--- config.mk ---
export PLATFORM = sky130hd
export DESIGN_NAME = hqp_ctrl
export DESIGN_NICKNAME = d
export VERILOG_FILES = /design/src/rtl/core/hqp_pkg.sv /design/src/rtl/core/hqp_ctrl.sv
export SDC_FILE = /design/constraint.sdc
export NUM_CORES = 1
export LEC_CHECK = 0
export ABC_AREA = 1
export ABC_CLOCK_PERIOD_IN_PS = 1800
export BUFFER_PORTS_ARGS = -buffer_cell sky130_fd_sc_hd__buf_2
export CORE_AREA = 2 2 39 41
export DETAILED_ROUTE_END_ITERATION = 16
export DIE_AREA = 0 0 41 43
export PLACE_DENSITY = 0.58
export SYNTH_ARGS = -nofsm -noshare
export SYNTH_HDL_FRONTEND = slang
export SYNTH_SLANG_ARGS = --single-unit
--- constraint.sdc ---
create_clock -name aclk -period 1.8 [get_ports aclk]
set_input_delay 0.09 -clock aclk [delete_from_list [all_inputs] [get_ports aclk]]
set_output_delay 0.09 -clock aclk [all_outputs]
set_load 0.1 [all_outputs]
--- src/rtl/core/hqp_pkg.sv ---
package hqp_pkg;

    localparam int MAX_SLOTS = 1024;
    localparam int SLOT_W    = $clog2(MAX_SLOTS);
    localparam int CFG_W     = 11;
    localparam int EFF_W     = (SLOT_W + 1 > CFG_W) ? SLOT_W + 1 : CFG_W;
    localparam int SUM_W     = EFF_W + 1;
    localparam int KEY_W     = 31;
    localparam int STAT_W    = 2;

    localparam logic [CFG_W-1:0] SIZE_RESET = CFG_W'(1021);

    // remainder unit: DIV_BITS dividend bits per cycle
    localparam int DIV_BITS  = 4;
    localparam int KEY_PAD_W = ((KEY_W + DIV_BITS - 1) / DIV_BITS) * DIV_BITS;
    localparam int DIV_STEPS = KEY_PAD_W / DIV_BITS;
    localparam int DIV_CNT_W = $clog2(DIV_STEPS);

    localparam int S_TDATA_W = ((KEY_W + 7) / 8) * 8;
    localparam int M_TDATA_W = ((SLOT_W + 7) / 8) * 8;

    typedef enum logic [STAT_W-1:0] {
        ST_PRESENT = 2'd0,
        ST_EMPTY   = 2'd1,
        ST_FULL    = 2'd2
    } status_t;

    typedef struct packed {
        logic clr_step;
        logic accept;
        logic div_step;
        logic probe_rd;
        logic probe_cmp;
        logic out_load;
    } hqp_cmd_t;

    typedef struct packed {
        logic clr_last;
        logic div_last;
        logic found;
        logic last_probe;
    } hqp_sts_t;

endpackage

--- src/rtl/core/hqp_ctrl.sv ---
module hqp_ctrl
    import hqp_pkg::*;
(
    input  logic     aclk,
    input  logic     aresetn,
    input  logic     s_valid,
    output logic     s_ready,
    input  logic     m_ready,
    output logic     m_valid,
    input  hqp_sts_t sts,
    output hqp_cmd_t cmd
);

    typedef enum logic [5:0] {
        S_CLEAR = 6'b000001,
        S_IDLE  = 6'b000010,
        S_DIV   = 6'b000100,
        S_RD    = 6'b001000,
        S_CMP   = 6'b010000,
        S_DONE  = 6'b100000
    } state_t;

    state_t state_reg, state_next;
    logic   out_valid_reg, out_valid_next;

    assign s_ready = (state_reg == S_IDLE);
    assign m_valid = out_valid_reg;

    always_comb begin
        state_next = state_reg;
        cmd        = '0;
        unique case (state_reg)
            S_CLEAR: begin
                cmd.clr_step = 1'b1;
                if (sts.clr_last) begin
                    state_next = S_IDLE;
                end
            end
            S_IDLE: begin
                if (s_valid) begin
                    cmd.accept = 1'b1;
                    state_next = S_DIV;
                end
            end
            S_DIV: begin
                cmd.div_step = 1'b1;
                if (sts.div_last) begin
                    state_next = S_RD;
                end
            end
            S_RD: begin
                cmd.probe_rd = 1'b1;
                state_next   = S_CMP;
            end
            S_CMP: begin
                cmd.probe_cmp = 1'b1;
                if (sts.found || sts.last_probe) begin
                    state_next = S_DONE;
                end else begin
                    state_next = S_RD;
                end
            end
            S_DONE: begin
                if (!out_valid_reg || m_ready) begin
                    cmd.out_load = 1'b1;
                    state_next   = S_IDLE;
                end
            end
            default: begin
                state_next = S_CLEAR;
            end
        endcase
    end

    always_comb begin
        out_valid_next = out_valid_reg;
        if (cmd.out_load) begin
            out_valid_next = 1'b1;
        end else if (m_ready) begin
            out_valid_next = 1'b0;
        end
    end

    always_ff @(posedge aclk) begin
        if (!aresetn) begin
            state_reg     <= S_CLEAR;
            out_valid_reg <= 1'b0;
        end else begin
            state_reg     <= state_next;
            out_valid_reg <= out_valid_next;
        end
    end

    a_accept_to_div: assert property (@(posedge aclk) disable iff (!aresetn)
        cmd.accept |=> state_reg == S_DIV)
        else $error("accepted word did not start remainder");

    a_load_shows: assert property (@(posedge aclk) disable iff (!aresetn)
        cmd.out_load |=> out_valid_reg)
        else $error("loaded result not presented");

    a_valid_from_done: assert property (@(posedge aclk) disable iff (!aresetn)
        $rose(out_valid_reg) |-> $past(state_reg == S_DONE))
        else $error("result shown without finished search");

endmodule

==> results of run 1 <==
[power groups by stage]
stage | registers [mW] | clock network, mW | logic [mW]
2_1_floorplan | 0.186 | 0 | 0.253
4_1_cts | 0.185 | 0.153 | 0.296
6_report | 0.185 | 0.148 | 0.295
3_3_place_gp | 0.188 | 0 | 0.296
3_5_place_dp | 0.188 | 0 | 0.295
5_1_grt | 0.186 | 0.163 | 0.321
[metal layers]
layer  share of wire [%]  track usage, %
met1                  46            18.6
met2                  42            18.4
met3                 7.2            4.71
met4                 4.4            12.0
met5                   0               0
[layout by cell type (no fill, tap or decap)]
master and n:
buf_2 15, inv_1 12, nor2_1 12, nand2_1 8, dfxtp_1 7, inv_2 4, nand4_1 4, nand2_2 3
nor2_2 3, nand3_1 3, a21oi_1 3, clkbuf_4 3, nor2_4 2, nor3_4 2, nand3_2 2, or2_2 1
o21bai_1 1, nor4_1 1, clkbuf_1 1
[worst reg2reg max path: cells and delay by family, from the launching register on]
| kind | cells | cell delay (ns) |
|---|---|---|
| compound gates | 1 | 0.16 |
| buf+inv | 1 | 0.05 |
| flops | 1 | 0.35 |
| simple gates | 4 | 0.60 |
[cells by family (layout without fill, tap and decap cells)]
family                 Yosys count  after routing  share of synthesized area (%)
AND/OR/NAND/NOR                 41             41                           50.1
flip-flops                       7              7                           30.4
buffers and inverters           17             35                           14.6
AO/OA/AOI/OAI                    4              4                           4.88
[cell type report]
class | count | area share [%]
Clock buffer | 4 | 4.50
Inverter | 16 | 10.3
Multi-Input combinational cell | 45 | 45.0
Sequential cell | 7 | 24.0
Tap cell | 16 | 3.43
Timing Repair Buffer | 15 | 12.8
[how the worst max path moves through the flow]
stage          slack (ns)         start           end  depth (start not counted)
2_1_floorplan        0.02  state_reg[4]  state_reg[3]                          6
3_3_place_gp         0.41  state_reg[3]        cmd[0]                          6
3_5_place_dp         0.39  state_reg[3]        cmd[0]                          6
4_1_cts              0.10  state_reg[3]        cmd[0]                          6
5_1_grt              0.02  state_reg[2]        cmd[4]                          4
6_report             0.13  state_reg[3]        cmd[0]                          6
[metrics by stage]
step / setup WS [ns] / area (um^2)
3_3_place_gp: 0.409 / 558
2_1_floorplan: 0.0178 / 470
4_1_cts: 0.105 / 584
3_5_place_dp: 0.395 / 558
6_report: 0.132 / 584
5_1_grt: 0.0245 / 584
==> flow_metrics.env, run 1 <==
export IMPL_utilization_pct=42.2
export IMPL_synthFlopType="dfxtp_1"
export IMPL_synth_edf_count=0
export IMPL_ys_warnings_count=0
export IMPL_synth_top_area_cell="dfxtp_1"
export IMPL_grt_pass1_vias=416
export IMPL_critPathArrivalTime_ns=1.58
export IMPL_cp_end_kind="primary output"
export IMPL_netlist_instances=69
export IMPL_rr_endpoint="state_reg[3]"
export IMPL_viasPerCell=4.55
export IMPL_dr_first_iter_drc_count=9
export IMPL_status="finished clean"
export IMPL_wl_per_cell_um=9.22
export IMPL_fin_cells=103
export IMPL_cp_cell_sequence="inv_2, nand2_2, nor2_4, nand2_1, nor2_1, buf_2"
export IMPL_chipWidth_um=41
export IMPL_firstDrtPassIters=3
export IMPL_grt_max_degree=7
export IMPL_pwr_density_cell_mw_per_mm2=1070
export IMPL_cts_sinks=7
export IMPL_dieArea_mm2=0.00176
export IMPL_seqPwrFrac_pct=29.5
export IMPL_cts_tree="done"
export IMPL_start_kind="register"
export IMPL_clock_tree_root_cell="clkbuf_4"
export IMPL_synthTopCellsByCount="13 x nor2_1, 12 x inv_1, 8 x nand2_1, 7 x dfxtp_1"
export IMPL_postCtsHoldBufs=0
export IMPL_vias=469
export IMPL_rsz0062_at_grt="false"
export IMPL_path_class="reg -> out"
export IMPL_vdd_drop_max_v=0.000573
export IMPL_cts_made_buffers=3
export IMPL_cts_resized=0
export IMPL_hold_path_end="state_reg[1]"
export IMPL_post_route_min_period_ns=1.67
export IMPL_grt_pass1_wl_um=1650
export IMPL_critPathSlowestCell="buf_2"
export IMPL_p_int_mw=0.321
export IMPL_synth_nets=77
export IMPL_finalNetCount=96
export IMPL_drive_gt1_share_pct=40.2
export IMPL_holdWs_ns=0.0680
export IMPL_n_antenna_cell=0
export IMPL_fmax_mhz=599
export IMPL_cp_top_family="buffers and inverters"
export IMPL_power_mw=0.627
export IMPL_drv_cap=0
export IMPL_tightestPinTransition_ns=0.485
export IMPL_r2r_start="state_reg[4]"
export IMPL_cts_buffer_depth=2
export IMPL_seq_area_um2=140
export IMPL_clkTransAtPathRegs_ns=0.05
export IMPL_hp_class="in -> reg"
export IMPL_synth_top_area_share_pct=30.4
export IMPL_netlist_area_um2=462
export IMPL_p_switching_mw=0.306
export IMPL_rows=14
export IMPL_tns_ns=0
export IMPL_cts_max_level=1
export IMPL_ys_ff_latch=7
export IMPL_leakage_nw=0.311
export IMPL_io_buffers=15
export IMPL_ff2ff_path_depth=6
export IMPL_crit_buf_inv=2
export IMPL_yosysMostFrequentCell="nor2_1"
export IMPL_hold_path_startpoint="aresetn"
export IMPL_power_frac_comb_pct=46.9
export IMPL_syn_to_final_growth_pct=26.6
export IMPL_clkLatencyLatePin_ns=0.26
export IMPL_slew_violations=0
export IMPL_finalSetupViolCount=0
export IMPL_multi_input_area_um2=263
export IMPL_dpl_cell_count=99
export IMPL_post_cts_buffers=0
export IMPL_fin_crit_sh_pct=92.7
export IMPL_cp_required_ns=1.71
export IMPL_ant_nets=0
export IMPL_sw_frac_of_total_pct=48.8
export IMPL_gr_total_overflow=0
export IMPL_max_slew_margin_pct=67.9
export IMPL_grtUsageTotal_pct=14.5
export IMPL_max_stage_delay_ns=0.44
export IMPL_largest_register_ffs=6
export IMPL_fillers=151
export IMPL_hold_violations=0
export IMPL_worstPathMaxFanout=4
export IMPL_gp_congestion=0.804
export IMPL_ys_top_cells_by_area="dfxtp_1 30%, nor2_1 11%, inv_1 9.8%"
export IMPL_rrSetupSlack_ns=0.59
export IMPL_dp_hpwl_um=790
export IMPL_die_y_um=43
export IMPL_async_flop_share_pct=0
export IMPL_drc=0
export IMPL_min_path_cells=3
export IMPL_clockPowerShare_pct=23.6
export IMPL_synth_avg_cell_area_um2=6.69
export IMPL_ys_types=18
export IMPL_skew_ns=0.00174
export IMPL_antenna_found_initial=0
export IMPL_fp_coreArea_mm2=0.00138
export IMPL_pin_count=16
export IMPL_initial_core_util_pct=33.4
export IMPL_drt_wl_total_um=950
export IMPL_seq_area_frac_synth_pct=30.4
Note: power is estimated with default switching activity, not from simulation.
==> run 2: changes to the inputs <==
GPL_TIMING_DRIVEN = 0   (was default)
RECOVER_POWER = 50   (was default)
==> run 2 against run 1 <==
Compared with the run above: flip-flop and latch count stayed put; critical path type unchanged; setup slack worse by 0.015 ns; cell area is 1.1% higher; clock power hardly changed; register-to-register slack hardly changed; critical path depth is 1 higher; total power is 0.25% lower; count of clock-buffer cells in the layout stayed put.
==> flow_metrics.env, run 2 (same netlist as run 1, synthesis figures left out) <==
export IMPL_chipWidth_um=41
export IMPL_fp_coreArea_mm2=0.00138
export IMPL_cp_required_ns=1.71
export IMPL_cts_sinks=7
export IMPL_rrSetupSlack_ns=0.60
export IMPL_p_switching_mw=0.306
export IMPL_path_class="reg -> out"
export IMPL_finalSetupViolCount=0
export IMPL_grt_pass1_wl_um=1640
export IMPL_cts_made_buffers=3
export IMPL_final_cell_mix="13 x nor2_1, 13 x buf_2, 12 x inv_1"
export IMPL_leakage_nw=0.311
export IMPL_grt_max_degree=7
export IMPL_n_antenna_cell=0
export IMPL_slew_violations=0
export IMPL_min_path_cells=3
export IMPL_die_y_um=43
export IMPL_clock_tree_root_cell="clkbuf_4"
export IMPL_seqPwrFrac_pct=29.6
export IMPL_p_int_mw=0.320
export IMPL_grtUsageTotal_pct=14.3
export IMPL_drv_cap=0
export IMPL_critPathSlowestCell="dfxtp_1"
export IMPL_wl_per_cell_um=9.13
export IMPL_antenna_found_initial=0
export IMPL_drt_wl_total_um=949
export IMPL_io_buffers=15
export IMPL_hp_class="in -> reg"
export IMPL_r2r_start="state_reg[3]"
export IMPL_cts_max_level=1
export IMPL_tns_ns=0
export IMPL_viasPerCell=4.54
export IMPL_initial_core_util_pct=33.4
export IMPL_power_frac_comb_pct=46.7
export IMPL_dp_hpwl_um=771
export IMPL_skew_ns=0.00239
export IMPL_postCtsHoldBufs=0
export IMPL_finalNetCount=97
export IMPL_gp_congestion=0.827
export IMPL_post_cts_buffers=0
export IMPL_ff2ff_path_depth=9
export IMPL_rows=14
export IMPL_cts_buffer_depth=2
export IMPL_rsz0062_at_grt="false"
export IMPL_hold_violations=0
export IMPL_clkLatencyLatePin_ns=0.26
export IMPL_pin_count=16
export IMPL_vias=472
export IMPL_fmax_mhz=594
export IMPL_rr_endpoint="state_reg[1]"
export IMPL_clockPowerShare_pct=23.7
export IMPL_dr_first_iter_drc_count=3
export IMPL_hold_path_startpoint="aresetn"
export IMPL_cts_resized=0
export IMPL_cp_cell_sequence="inv_2, nand2_2, nor2_4, nand2_1, nor2_1, buf_4, clkbuf_4"
export IMPL_worstPathMaxFanout=4
export IMPL_syn_to_final_growth_pct=27.9
export IMPL_post_route_min_period_ns=1.68
export IMPL_dieArea_mm2=0.00176
export IMPL_max_slew_margin_pct=22.9
export IMPL_tightestPinTransition_ns=1.16
export IMPL_cts_tree="done"
export IMPL_max_stage_delay_ns=0.37
export IMPL_status="finished clean"
export IMPL_cp_end_kind="primary output"
export IMPL_hold_path_end="state_reg[1]"
export IMPL_clkTransAtPathRegs_ns=0.05
export IMPL_pwr_density_cell_mw_per_mm2=1060
export IMPL_fin_crit_sh_pct=93.5
export IMPL_firstDrtPassIters=2
export IMPL_largest_register_ffs=6
export IMPL_ant_nets=0
export IMPL_vdd_drop_max_v=0.000537
export IMPL_sw_frac_of_total_pct=48.9
export IMPL_drc=0
export IMPL_grt_pass1_vias=410
export IMPL_drive_gt1_share_pct=38.6
export IMPL_critPathArrivalTime_ns=1.59
export IMPL_gr_total_overflow=0
export IMPL_start_kind="register"
export IMPL_power_mw=0.626
==> run 2: cell types whose count changed in the layout (fill, tap and decap cells not counted), sizes merged <==
cell and change:
clkbuf +2, buf -1
==> run 2: final cells by class <==
class	instances	area [um^2]
tap	16	20.0
sequential	7	140
clock buffer	4	26.3
inverter	16	60.1
fill	162	793
multi-input combinational	45	260
buffer	1	7.51
timing repair buffer	15	76.3
==> run 2: per-stage QoR <==
step                setup WS [ns]  util, %  hold slack [ns]  area, um^2  instances
global placement            0.303     40.9            0.338         566        100
detailed placement          0.290     40.9            0.344         566        100
CTS                        0.0185     42.8           0.0744         592        104
floorplan                  0.0178        -            0.210         470         69
global route              0.00861     42.7           0.0952         591        104
finish                      0.117     42.7           0.0685         591        104
==> run 2: worst max-delay path: cells and delay by family, from the launching register on <==
family | cells | cell delay [ns]
buffers and inverters | 3 | 0.55
AND/OR/NAND/NOR | 4 | 0.41
flip-flops | 1 | 0.37
==> run 2: metal layers <==
layer / vias to the layer above / routed length [um] / global-route usage, %
met4: 0 / 35 / 11.3
li1: 254 / - / -
met5: - / 0 / 0
met1: 197 / 433 / 18.4
met2: 16 / 406 / 18.4
met3: 5 / 74 / 4.71
==> run 2: worst max path at each step <==
stage	start	end	slack (ns)
after floorplan	state_reg[4]	state_reg[3]	0.02
after global placement	state_reg[3]	cmd[0]	0.30
after detailed placement	state_reg[3]	cmd[0]	0.29
after CTS	state_reg[3]	cmd[0]	0.02
after global routing	state_reg[3]	cmd[0]	0.009
final	state_reg[3]	cmd[0]	0.12
==> run 2: power by group through the flow <==
stage | Combinational [mW] | Sequential (mW) | Clock (mW)
finish | 0.292 | 0.185 | 0.148
detailed placement | 0.295 | 0.188 | 0
global placement | 0.295 | 0.189 | 0
global route | 0.320 | 0.187 | 0.163
CTS | 0.297 | 0.185 | 0.148
floorplan | 0.253 | 0.186 | 0
==> run 3: changes to the inputs <==
RECOVER_POWER = default   (was 50)
==> run 3 against run 2 <==
Compared with the run above: via count unchanged; flip-flop and latch count unchanged; worst hold slack about the same; critical endpoint unchanged.
==> flow_metrics.env, run 3 (same netlist as run 1, synthesis figures left out) <==
export IMPL_hp_class="in -> reg"
export IMPL_vias=472
export IMPL_initial_core_util_pct=33.4
export IMPL_cts_sinks=7
export IMPL_finalNetCount=97
export IMPL_hold_violations=0
export IMPL_max_slew_margin_pct=67.9
export IMPL_clock_tree_root_cell="clkbuf_4"
export IMPL_largest_register_ffs=6
export IMPL_dieArea_mm2=0.00176
export IMPL_grt_pass1_vias=410
export IMPL_ant_nets=0
export IMPL_io_buffers=15
export IMPL_wl_per_cell_um=9.10
export IMPL_slew_violations=0
export IMPL_vdd_drop_max_v=0.000537
export IMPL_die_y_um=43
export IMPL_final_cell_mix="14 x buf_2, 12 x inv_1, 12 x nor2_1"
export IMPL_cts_max_level=1
export IMPL_drive_gt1_share_pct=40.9
export IMPL_final_common_cell="buf_2"
export IMPL_status="finished clean"
export IMPL_rsz0062_at_grt="false"
export IMPL_path_class="reg -> out"
export IMPL_syn_to_final_growth_pct=28.7
export IMPL_cts_buffer_depth=2
export IMPL_dr_first_iter_drc_count=3
export IMPL_fp_coreArea_mm2=0.00138
export IMPL_clkLatencyLatePin_ns=0.26
export IMPL_chipWidth_um=41
export IMPL_gr_total_overflow=0
export IMPL_drv_cap=0
export IMPL_grt_max_degree=7
export IMPL_multi_input_area_um2=263
export IMPL_cts_made_buffers=3
export IMPL_pin_count=16
export IMPL_grtUsageTotal_pct=14.3
export IMPL_fin_crit_sh_pct=93.5
export IMPL_viasPerCell=4.54
export IMPL_critPathArrivalTime_ns=1.59
export IMPL_skew_ns=0.00239
export IMPL_dp_hpwl_um=771
export IMPL_drc=0
export IMPL_firstDrtPassIters=2
export IMPL_n_antenna_cell=0
export IMPL_fmax_mhz=594
export IMPL_fillers=163
export IMPL_start_kind="register"
export IMPL_gp_congestion=0.827
export IMPL_finalSetupViolCount=0
export IMPL_antenna_found_initial=0
export IMPL_cp_required_ns=1.71
export IMPL_worstPathMaxFanout=4
export IMPL_tightestPinTransition_ns=0.485
export IMPL_post_cts_buffers=0
export IMPL_cp_end_kind="primary output"
export IMPL_fin_cells=104
export IMPL_dpl_cell_count=100
export IMPL_clkTransAtPathRegs_ns=0.05
export IMPL_cts_tree="done"
export IMPL_leakage_nw=0.316
export IMPL_post_route_min_period_ns=1.68
export IMPL_rows=14
export IMPL_drt_wl_total_um=946
export IMPL_pwr_density_cell_mw_per_mm2=1060
export IMPL_tns_ns=0
export IMPL_grt_pass1_wl_um=1640
export IMPL_seq_area_um2=140
## run 3: worst max-delay path: stages, from the launching register on
cell and delay, ns:
dfxtp_1 0.37, inv_2 0.12, nand2_2 0.07, nor2_4 0.13, nand2_1 0.08, nor2_1 0.13
buf_4 0.12, clkbuf_4 0.31
## run 3: worst paths after layout
kind	from	to	slack [ns]	depth (start not counted)
min	aresetn	state_reg[1]	0.07	3
max reg2reg	state_reg[3]	state_reg[3]	0.60	7
min reg2reg	state_reg[1]	state_reg[1]	0.53	2
max	state_reg[3]	cmd[0]	0.12	7
## run 3: repair_timing
item | CTS | global route
resized for setup | 0 | 1
setup endpoints to repair | 0 | 1
hold buffers | 0 | 0
## run 3: per-layer routing
| metal | up-vias | wire length [um] | global-route usage [%] |
|---|---|---|---|
| li1 | 254 | - | - |
| met5 | - | 0 | 0 |
| met4 | 0 | 35 | 11.3 |
| met3 | 5 | 73 | 4.71 |
| met2 | 16 | 406 | 18.4 |
| met1 | 197 | 431 | 18.4 |
## run 3: per-stage QoR
stage | cell area (um^2) | total power, mW | worst slack [ns] | utilization [%] | hold WS [ns]
4_1_cts | 592 | 0.631 | 0.0185 | 42.8 | 0.0744
2_1_floorplan | 470 | 0.438 | 0.0178 | - | 0.210
6_report | 594 | 0.628 | 0.117 | 42.9 | 0.0685
3_3_place_gp | 566 | 0.483 | 0.303 | 40.9 | 0.338
5_1_grt | 594 | 0.673 | 0.00861 | 42.9 | 0.0952
3_5_place_dp | 566 | 0.484 | 0.290 | 40.9 | 0.344
## run 3: layout make-up
class	count	share of cell area [%]
Buffer	1	1.26
Clock buffer	4	4.42
Inverter	16	10.1
Multi-Input combinational cell	45	44.2
Sequential cell	7	23.6
Tap cell	16	3.37
Timing Repair Buffer	15	13.1
## run 3: power by group
| part | switching (mW) | total [mW] | internal (mW) |
|---|---|---|---|
| Combinational | 0.230 | 0.295 | 0.0650 |
| Clock | 0.0632 | 0.148 | 0.0849 |
| Sequential | 0.0142 | 0.185 | 0.171 |
| Total | 0.307 | 0.628 | 0.321 |
